## src/hw/rtl/pmsa_pkg.sv

```systemverilog
// Package for the pin-mux sharing arbiter: defaults, action and status codes, state type.
`default_nettype none
package pmsa_pkg;

  localparam int TABLE_DEPTH_DEF = 64;
  localparam int SHARE_BITS_DEF  = 32;
  localparam int COUNT_WIDTH_DEF = 8;

  localparam int WORD_BITS = 32;
  localparam int ABSENT_BIT = 31;
  localparam int IDX_BITS = 9;

  localparam logic [1:0] ACT_REQUEST = 2'd0;
  localparam logic [1:0] ACT_RELEASE = 2'd1;
  localparam logic [1:0] ACT_LOAD    = 2'd2;

  localparam logic [1:0] STS_OK      = 2'd0;
  localparam logic [1:0] STS_INVALID = 2'd1;
  localparam logic [1:0] STS_BUSY    = 2'd2;

  typedef enum logic [0:0] {
    ST_IDLE,
    ST_EXEC
  } state_t;

endpackage
`default_nettype wire

```

## src/hw/rtl/pin_mux_share_arbiter.sv

```systemverilog
// Top level of the pin-mux sharing arbiter: pin table memory, reference counts, share word.
//
// Input channel s_*: s_tuser carries the action (request, release, load), s_tdata carries
// pin_index, load_mask and load_value. Output channel m_*: one result item per input
// item, m_tdata carries status, share_word and reserved_word after that item.
// Each item passes through the states ST_IDLE and ST_EXEC: on acceptance in ST_IDLE the pin
// table memory (a single-port synchronous memory with a registered read) is read; in ST_EXEC
// the block checks and updates the reserved bits, share word and per-bit counts and loads
// the output register. The input is not ready in ST_EXEC, so a new item is taken only after
// the previous one has loaded its result into the output register.
// A new item is accepted while a result still waits in the output register; when the
// receiver stalls, the update cycle holds until that register is taken, and the input
// stops being ready after the next item.
// Reset clears the reserved bits, share word, counts and the per-entry valid bits, so
// every table entry reads as an absent pin until loaded. No clearing pass is needed.
`default_nettype none
module pin_mux_share_arbiter #(
  parameter int TABLE_DEPTH = pmsa_pkg::TABLE_DEPTH_DEF,
  parameter int SHARE_BITS  = pmsa_pkg::SHARE_BITS_DEF,
  parameter int COUNT_WIDTH = pmsa_pkg::COUNT_WIDTH_DEF
) (
  input  wire logic        clk,
  input  wire logic        rst,
  input  wire logic        s_tvalid,
  output logic             s_tready,
  input  wire logic [71:0] s_tdata,  // pin_index[5:0], load_mask[37:6], load_value[69:38]
  input  wire logic [1:0]  s_tuser,  // action[1:0]
  output logic             m_tvalid,
  input  wire logic        m_tready,
  output logic [71:0]      m_tdata   // status[1:0], share_word[33:2], reserved_word[65:34]
);

  localparam int AW = (TABLE_DEPTH > 1) ? $clog2(TABLE_DEPTH) : 1;
  localparam int SB = SHARE_BITS;
  localparam int CW = COUNT_WIDTH;
  localparam int MemW = 2 * SB + 1;
  localparam logic [pmsa_pkg::IDX_BITS-1:0] DepthLim = pmsa_pkg::IDX_BITS'(TABLE_DEPTH);
  localparam logic [CW-1:0] CntMax = {CW{1'b1}};

  pmsa_pkg::state_t state, state_next;

  logic [MemW-1:0] mem [TABLE_DEPTH];
  logic [MemW-1:0] rd_data;
  logic [TABLE_DEPTH-1:0] valid;
  logic rd_valid;

  logic [1:0] act;
  logic in_range;

  logic [SB-1:0] reserved, share;
  logic [SB-1:0] reserved_next, share_next;
  logic [CW-1:0] cnt [SB];
  logic [CW-1:0] cnt_next [SB];

  logic [1:0] status_next;
  logic accept, exec_go;

  logic [5:0]  in_index;
  logic [31:0] in_mask, in_value;
  logic [pmsa_pkg::IDX_BITS-1:0] idx_ext;
  logic [AW-1:0] addr;
  logic in_ok;

  logic absent;
  logic [SB-1:0] pmask, pval;
  logic [SB-1:0] cnt_zero, cnt_one, zero_vec, first_zero, dec_set, clr_set;
  logic [31:0] share_ext, reserved_ext;

  assign in_index = s_tdata[5:0];
  assign in_mask  = s_tdata[37:6];
  assign in_value = s_tdata[69:38];
  assign idx_ext  = {{(pmsa_pkg::IDX_BITS-6){1'b0}}, in_index};
  assign addr     = idx_ext[AW-1:0];
  assign in_ok    = idx_ext < DepthLim;

  assign accept  = s_tvalid && s_tready;
  assign exec_go = (state == pmsa_pkg::ST_EXEC) && (!m_tvalid || m_tready);

  always_comb begin
    state_next = state;
    case (state)
      pmsa_pkg::ST_IDLE: begin
        if (accept) state_next = pmsa_pkg::ST_EXEC;
      end
      pmsa_pkg::ST_EXEC: begin
        if (exec_go) state_next = pmsa_pkg::ST_IDLE;
      end
      default: state_next = pmsa_pkg::ST_IDLE;
    endcase
  end

  always_comb begin
    s_tready = 1'b0;
    case (state)
      pmsa_pkg::ST_IDLE: s_tready = 1'b1;
      pmsa_pkg::ST_EXEC: s_tready = 1'b0;
      default:           s_tready = 1'b0;
    endcase
  end

  always_ff @(posedge clk) begin
    if (rst) begin
      state <= pmsa_pkg::ST_IDLE;
    end else begin
      state <= state_next;
    end
  end

  always_ff @(posedge clk) begin
    if (accept) begin
      rd_data <= mem[addr];
      if (in_ok && s_tuser == pmsa_pkg::ACT_LOAD) begin
        mem[addr] <= {in_mask[pmsa_pkg::ABSENT_BIT], in_mask[SB-1:0], in_value[SB-1:0]};
      end
    end
  end

  always_ff @(posedge clk) begin
    if (rst) begin
      valid <= '0;
    end else if (accept && in_ok && s_tuser == pmsa_pkg::ACT_LOAD) begin
      valid[addr] <= 1'b1;
    end
  end

  always_ff @(posedge clk) begin
    if (accept) begin
      act      <= s_tuser;
      in_range <= in_ok;
      rd_valid <= valid[addr];
    end
  end

  assign absent = !rd_valid || rd_data[MemW-1];
  assign pmask  = rd_valid ? rd_data[2*SB-1:SB] : '0;
  assign pval   = rd_valid ? rd_data[SB-1:0] : '0;

  always_comb begin
    for (int b = 0; b < SB; b++) begin
      cnt_zero[b] = (cnt[b] == '0);
      cnt_one[b]  = (cnt[b] == CW'(1));
    end
  end

  assign zero_vec   = pmask & cnt_zero;
  assign first_zero = zero_vec & (~zero_vec + SB'(1));
  assign dec_set    = (zero_vec == '0) ? pmask : (pmask & (first_zero - SB'(1)));
  assign clr_set    = dec_set & cnt_one;

  always_comb begin
    reserved_next = reserved;
    share_next    = share;
    status_next   = pmsa_pkg::STS_OK;
    for (int b = 0; b < SB; b++) cnt_next[b] = cnt[b];
    if (!in_range) begin
      status_next = pmsa_pkg::STS_INVALID;
    end else begin
      case (act)
        pmsa_pkg::ACT_REQUEST: begin
          if (absent) begin
            status_next = pmsa_pkg::STS_INVALID;
          end else if (pmask != '0) begin
            if ((pmask & reserved & pval) != (pmask & reserved & share)) begin
              status_next = pmsa_pkg::STS_BUSY;
            end else begin
              reserved_next = reserved | pmask;
              share_next    = (pmask & pval) | (~pmask & share);
              for (int b = 0; b < SB; b++) begin
                if (pmask[b] && cnt[b] != CntMax) cnt_next[b] = cnt[b] + CW'(1);
              end
            end
          end
        end
        pmsa_pkg::ACT_RELEASE: begin
          if (absent) begin
            status_next = pmsa_pkg::STS_INVALID;
          end else if (pmask != '0) begin
            if (zero_vec != '0) status_next = pmsa_pkg::STS_INVALID;
            reserved_next = reserved & ~clr_set;
            share_next    = share & ~clr_set;
            for (int b = 0; b < SB; b++) begin
              if (dec_set[b]) cnt_next[b] = cnt[b] - CW'(1);
            end
          end
        end
        pmsa_pkg::ACT_LOAD: status_next = pmsa_pkg::STS_OK;
        default:            status_next = pmsa_pkg::STS_INVALID;
      endcase
    end
  end

  always_ff @(posedge clk) begin
    if (rst) begin
      reserved <= '0;
      share    <= '0;
      for (int b = 0; b < SB; b++) cnt[b] <= '0;
    end else if (exec_go) begin
      reserved <= reserved_next;
      share    <= share_next;
      for (int b = 0; b < SB; b++) cnt[b] <= cnt_next[b];
    end
  end

  always_comb begin
    share_ext    = '0;
    reserved_ext = '0;
    share_ext[SB-1:0]    = share_next;
    reserved_ext[SB-1:0] = reserved_next;
  end

  always_ff @(posedge clk) begin
    if (rst) begin
      m_tvalid <= 1'b0;
    end else if (exec_go) begin
      m_tvalid <= 1'b1;
    end else if (m_tready) begin
      m_tvalid <= 1'b0;
    end
  end

  always_ff @(posedge clk) begin
    if (exec_go) begin
      m_tdata <= {6'd0, reserved_ext, share_ext, status_next};
    end
  end

endmodule
`default_nettype wire
```

## config.mk

```make
export PLATFORM = sky130hd
export DESIGN_NAME = pin_mux_share_arbiter
export DESIGN_NICKNAME = d
export VERILOG_FILES = /design/src/hw/rtl/pmsa_pkg.sv /design/src/hw/rtl/pin_mux_share_arbiter.sv
export SDC_FILE = /design/constraint.sdc
export NUM_CORES = 2
export LEC_CHECK = 0
export BUFFER_PORTS_ARGS = -buffer_cell sky130_fd_sc_hd__buf_2
export CAP_MARGIN = 5
export CORE_ASPECT_RATIO = 2
export CORE_MARGIN = 8
export CORE_UTILIZATION = 51
export CTS_BUF_LIST = sky130_fd_sc_hd__clkbuf_8
export CTS_CLUSTER_SIZE = 20
export DETAILED_ROUTE_END_ITERATION = 12
export PLACE_DENSITY_LB_ADDON = 0.1
export SLEW_MARGIN = 5
export SYNTH_ARGS = -nofsm -noshare
export SYNTH_HDL_FRONTEND = slang
export SYNTH_MEMORY_MAX_BITS = 65536
export SYNTH_SLANG_ARGS = --single-unit
```

## constraint.sdc

```tcl
create_clock -name clk -period 21.7 [get_ports clk]
set_input_delay 1.085 -clock clk [delete_from_list [all_inputs] [get_ports clk]]
set_output_delay 1.085 -clock clk [all_outputs]
set_load 0.02 [all_outputs]
```

# Yosys cells after proc, flatten, opt, wreduce, memory -nomap -nowiden
# Memory sizes are Yosys's and may differ from the RTL's. A register that Yosys moved wholly into a read port is not among the register bits.
# Index checks and enable logic that the tools add are counted.
# op_classes
addsub,66
n_lt_le_gt_ge,3
n_eq_ne,68
muxes,145
bitwise_logic,50
n_reduce_logical,79
# ops
operator,n
two-way mux 256 bit,6
two-way mux 8 bit,96
case mux 256 bit (2 select lines),1
two-way mux 32 bit,15
bitwise AND 32 bit,11
adder 8 x 1 -> 8 bit (second input constant),32
equality test 8 x 1 -> 1 bit (second input constant),32
logical NOT 8 bit,32
inequality test 8 bit (second input constant),32
subtractor 8 x 1 -> 8 bit (second input constant),32
case mux 32 bit (2 select lines),2
inverter 32 bit,3
OR 32 bit,2
OR 64 bit,1
nonzero test 32 bit,2
logical AND 1 bit,38
adder 32 x 1 -> 32 bit (second input constant),1
logical NOT 32 bit,1
inequality test 32 bit,1
OR 1 bit,32
subtractor 32 x 1 -> 32 bit (second input constant),1
two-way mux 1 bit,17
< comparator 6 x 7 -> 1 bit (second input constant),2
binary-select mux 1 bit (select 6 bit),1
12 further kinds,18
# totals
ff_bits,200
ram_bits,4416
in_bits,78
output_inout_bits,74
wordCells,423
n_memories,2
# mem_list
memory,depth,word_bits,read_ports,rd_ports_with_merged_regs,wr,line,rtl
mem,64,65,1,1,1,pin_mux_share_arbiter.sv:42,logic [MemW-1:0] mem [TABLE_DEPTH];
cnt,32,8,32,0,32,pin_mux_share_arbiter.sv:52,logic [CW-1:0] cnt [SB];

# Depth between registers and ports, before layout
# An unclocked memory read counts as a cell.
# depth
ltp_word,16
depth_mapped,13
mapped_depth_nobuf,10

# Worst setup path before layout
# Ideal clock, no wire load.
# synth_timing
path_kind,input to register
start,in s_tvalid
end,"mem mem[10][0] in the netlist's numbering, enable pin"
setup_time_ns,0.488
arrival_ns,7.672
t_required_ns,21.212
path_slack_ns,13.540
cell_stages,5
path_buffers,1
cell_sequence,nor2b_1 and3b_1 clkbuf_1 nand2_1 nor2_1
# synth_via
elab_chain_len,3
# synth_rtl
element,line,rtl
from (decl),pin_mux_share_arbiter.sv:24,"input wire logic s_tvalid,"
logical AND 1 bit,pin_mux_share_arbiter.sv:76,assign accept = s_tvalid && s_tready;
two-way mux 1 bit,pin_mux_share_arbiter.sv:110,if (accept) begin
two-way mux 1 bit (implied by the code),pin_mux_share_arbiter.sv:113,"mem[addr] <= {in_mask[pmsa_pkg::ABSENT_BIT], in_mask[SB-1:0], in_value[SB-1:0]};"
to (decl),pin_mux_share_arbiter.sv:42,
# Every way passes these cells.

# Worst setup path in the final report
# layout_timing
start,reg state
end,"mem mem[61][42] in the netlist's numbering, enable pin"
# layout_via
elab_chain_len,5
# layout_rtl
element,line,rtl
from (decl),pin_mux_share_arbiter.sv:40,"pmsa_pkg::state_t state, state_next;"
from (signal assigned),pin_mux_share_arbiter.sv:103,state <= pmsa_pkg::ST_IDLE;
from (signal assigned),pin_mux_share_arbiter.sv:105,state <= state_next;
inverter 1 bit,n/a,
case mux 1 bit (2 select lines) (*),pin_mux_share_arbiter.sv:94,case (state)
logical AND 1 bit (*),pin_mux_share_arbiter.sv:76,
via accept,pin_mux_share_arbiter.sv:56,"logic accept, exec_go;"
two-way mux 1 bit (*),pin_mux_share_arbiter.sv:110,
two-way mux 1 bit (implied by the code) (*),pin_mux_share_arbiter.sv:113,
# Mark *: on every way through the listed nets, which the timed path passes. The rest lies on a longest branch.

==> results by group <==
Floorplan
  – Total core area: 0.342 mm²
  – Rows: 304
  – Die Width: 431 µm
  – Die ar.: 0.364 mm²
  – Die height: 845 µm
  – Top Ports: 152
  – Initial core utilization: 0.512

Worst hold path
  – Worst min-delay path class: in2reg

Critical path
  – CP max stage cell: nor2_4
  – Startpoint Class: flop
  – WS Path Type: reg2reg
  – Worst EP required: 22.41 ns
  – Most frequent CP cell: buf_4
  – CP arrival: 6.43 ns
  – Worst-path fanout max: 28
  – Slowest stage delay, CP: 1.08 ns
  – Crit. End Element: flop
  – Crit-path cells: nor2b_4 -> and3b_1 -> nand2_1 -> nor2_4 -> buf_4 -> buf_4

CTS
  – Worst skew pair latency: 1.16 ns
  – Post-CTS sizing: 0
  – Post-CTS setup buffers: 0
  – CTS root buffer: clkbuf_8
  – CTS tree: done
  – Worst-path clk slew: 0.07 ns
  – # clock sinks: 4615
  – Cts bufs inserted: 631
  – Clk buf depth: 4
  – CTS Hold Bufs: 0
  – Depth of the CTS H-tree: 6

Timing
  – RSZ-0062 raised after global routing: false
  – Final worst slack: 15.98 ns
  – Max-slew violation count: 0
  – Setup-failing EPs final: 0
  – Crit path time final: 5.72 ns
  – Max frequency: 175 MHz
  – Max_slew headroom: 0.0414
  – Worst-Margin Slew: 1.43 ns
  – Period utilisation layout: 0.264
  – Final Hold Vio Count: 0
  – Setup TNS: 0 ns
  – Worst Clk Skew: 0.0883 ns

Power
  – NetSw: 0.00404 W
  – Leakage: 60.4 nW
  – PD cells: 88.3 mW/mm²
  – Switching share of total power: 0.236
  – Total power: 0.0171 W
  – P_int: 0.0131 W
  – Peak supply drop: 0.0000588 V
  – Combinational share of power: 0.053
  – Clock power frac: 0.366
  – Reg power frac: 0.581

Routing
  – DRT iter0 DRCs: 12800
  – Residual DRC: 0
  – Routed Antenna Nets: 0
  – Drt pass-1 iters: 8
  – Vias per cell: 6.88
  – Total Wirelength: 614 mm
  – Vias: 109000
  – Wire per inst: 38.7 µm

Finish
  – Layout cells sized above 1: 0.121
  – Total Nets Final: 11100
  – Final design utilization: 0.567
  – Fin area: 0.194 mm²
  – Area added between synthesis and finish: 10.6%

Placed design
  – Pre-CTS WS: 15.45 ns
  – Area after DPL: 0.182 mm²
  – Routability cong.: 0.974
  – Final HPWL DP: 343 mm
  – Port-buffer cells: 143

Yosys
  – Syn Area/Cell: 16.8 µm²
  – Ys async rst share: 0
  – Synth Area in XOR/XNOR: 0.0127
  – Number of synthesized flops with an enable pin: 4485
  – Post-Syn Area: 0.175 mm²
  – Mux cell area share after synthesis: 0.00126
  – Main combinational cell family by area after synthesis: compound AO/OA/AOI/OAI gates
  – Top-count cell post-synth: edfxtp_1
  – Synth area leader: edfxtp_1
  – Area fraction in compound gates after synthesis: 0.134
  – Register bit count reported by yosys: 4615
  – Number of library cell types mapped by synthesis: 89
  – Post-Synth Adder-Cell Area: 0.00885
  – Cells after Synth: 10500
  – Ranking of synthesized cells by area: edfxtp_1 (77%), a22oi_1 (5.3%), a221oi_1 (2.2%)
  – Sequential share of the synthesized area: 0.783
  – Ys flop type: edfxtp_1
  – Area share of the largest cell type after synthesis: 0.768
  – Synth warnings: 0
  – Synth Area in Simple Gates: 0.0429
  – Post-synth top cells: edfxtp_1 (4485), a22oi_1 (1233), clkbuf_1 (563)

Global routing
  – Antenna violations before repair: 50
  – Vias in the first global route: 108000
  – Gr usage total: 0.327
  – Largest net degree at the start of global routing: 97
  – GR Overflow Total: 0
  – First-pass GRT wire length: 840 mm

Job
  – # Max-Cap Violations: 0

Outcome
  – Status: finished clean
-- power groups by stage --
stage	Sequential (W)	Clock (W)	Combinational, W
finish	0.00995	0.00626	0.000906
global route	0.00995	0.00666	0.000952
CTS	0.00995	0.00632	0.000891
detailed placement	0.0101	0	0.000888
global placement	0.0101	0	0.000871
floorplan	0.0101	0	0.000453
-- critical path: cells and delay by family, from the launching register on --
kind | cells | cell delay, ns
buffers and inverters | 2 | 1.51
DFF | 1 | 0.36
and+or+nand+nor | 4 | 3.27
-- registers in the layout, summed over array words and instances, names as in the netlist --
name      count
rd_valid      1
mem        4096
m_tdata      66
rd_data      64
valid        64
act           2
state         1
m_tvalid      1
share        32
cnt         256
reserved     32
-- per-layer routing --
layer	GRT usage	vias up	wire, µm
met4	0.228	20	51700
met3	0.0605	1875	52800
li1	-	44300	-
met2	0.566	6607	308000
met5	0	-	129
met1	0.363	56300	202000
-- kinds of logic (layout without fill, tap and decap cells) --
group                    count (synthesis)  count (layout)
flip-flops                            4615            4615
AO/OA/AOI/OAI                         3148            3148
AND/OR/NAND/NOR                       1504            1504
buffers and inverters                  790            1700
XOR/XNOR                               254             254
adder cells (fa/ha/maj)                124             124
multiplexers                            22              22
other                                    1              60
-- stage by stage --
stage               cells  hold WS (ns)
floorplan           10500         0.441
global placement    14700         0.446
detailed placement  14700         0.453
CTS                 15800        0.0888
global route        15800         0.142
finish              15900         0.175
-- cell usage in the layout (no fill, tap or decap), drive strengths merged, types with 38 or more instances in the layout --
cell type  instances
edfxtp          4485
a22oi           1233
clkbuf           664
buf              470
a31oi            453
nor2             452
a221oi           437
a22o             433
inv              337
nand2            241
clkinv           201
nand3            199
a21oi            196
nand4            168
xnor2            165
nor4             133
dfxtp            130
ha               124
o21ai            110
nor3              91
xor2              89
o21a              63
and3              58
diode             54
o22ai             38
-- worst paths after layout --
check,start,to,slack [ns],depth (start not counted)
max reg2reg,state,mem[61][42],15.98,6
max,state,mem[61][42],15.98,6
min reg2reg,valid[57],valid[57],0.47,1
min,s_tuser[0],act[0],0.17,1
-- layout make-up --
type / count / area (µm²)
clock buffers: 664 / 9140
clock inverters: 470 / 2310
well taps: 4437 / 5550
multi-input cells: 5058 / 35800
repair buffers: 470 / 3390
diodes: 54 / 135
inverters: 96 / 363
fillers: 26600 / 148000
flip-flops and latches: 4615 / 137000
Note: power is estimated with default switching activity, not from simulation.
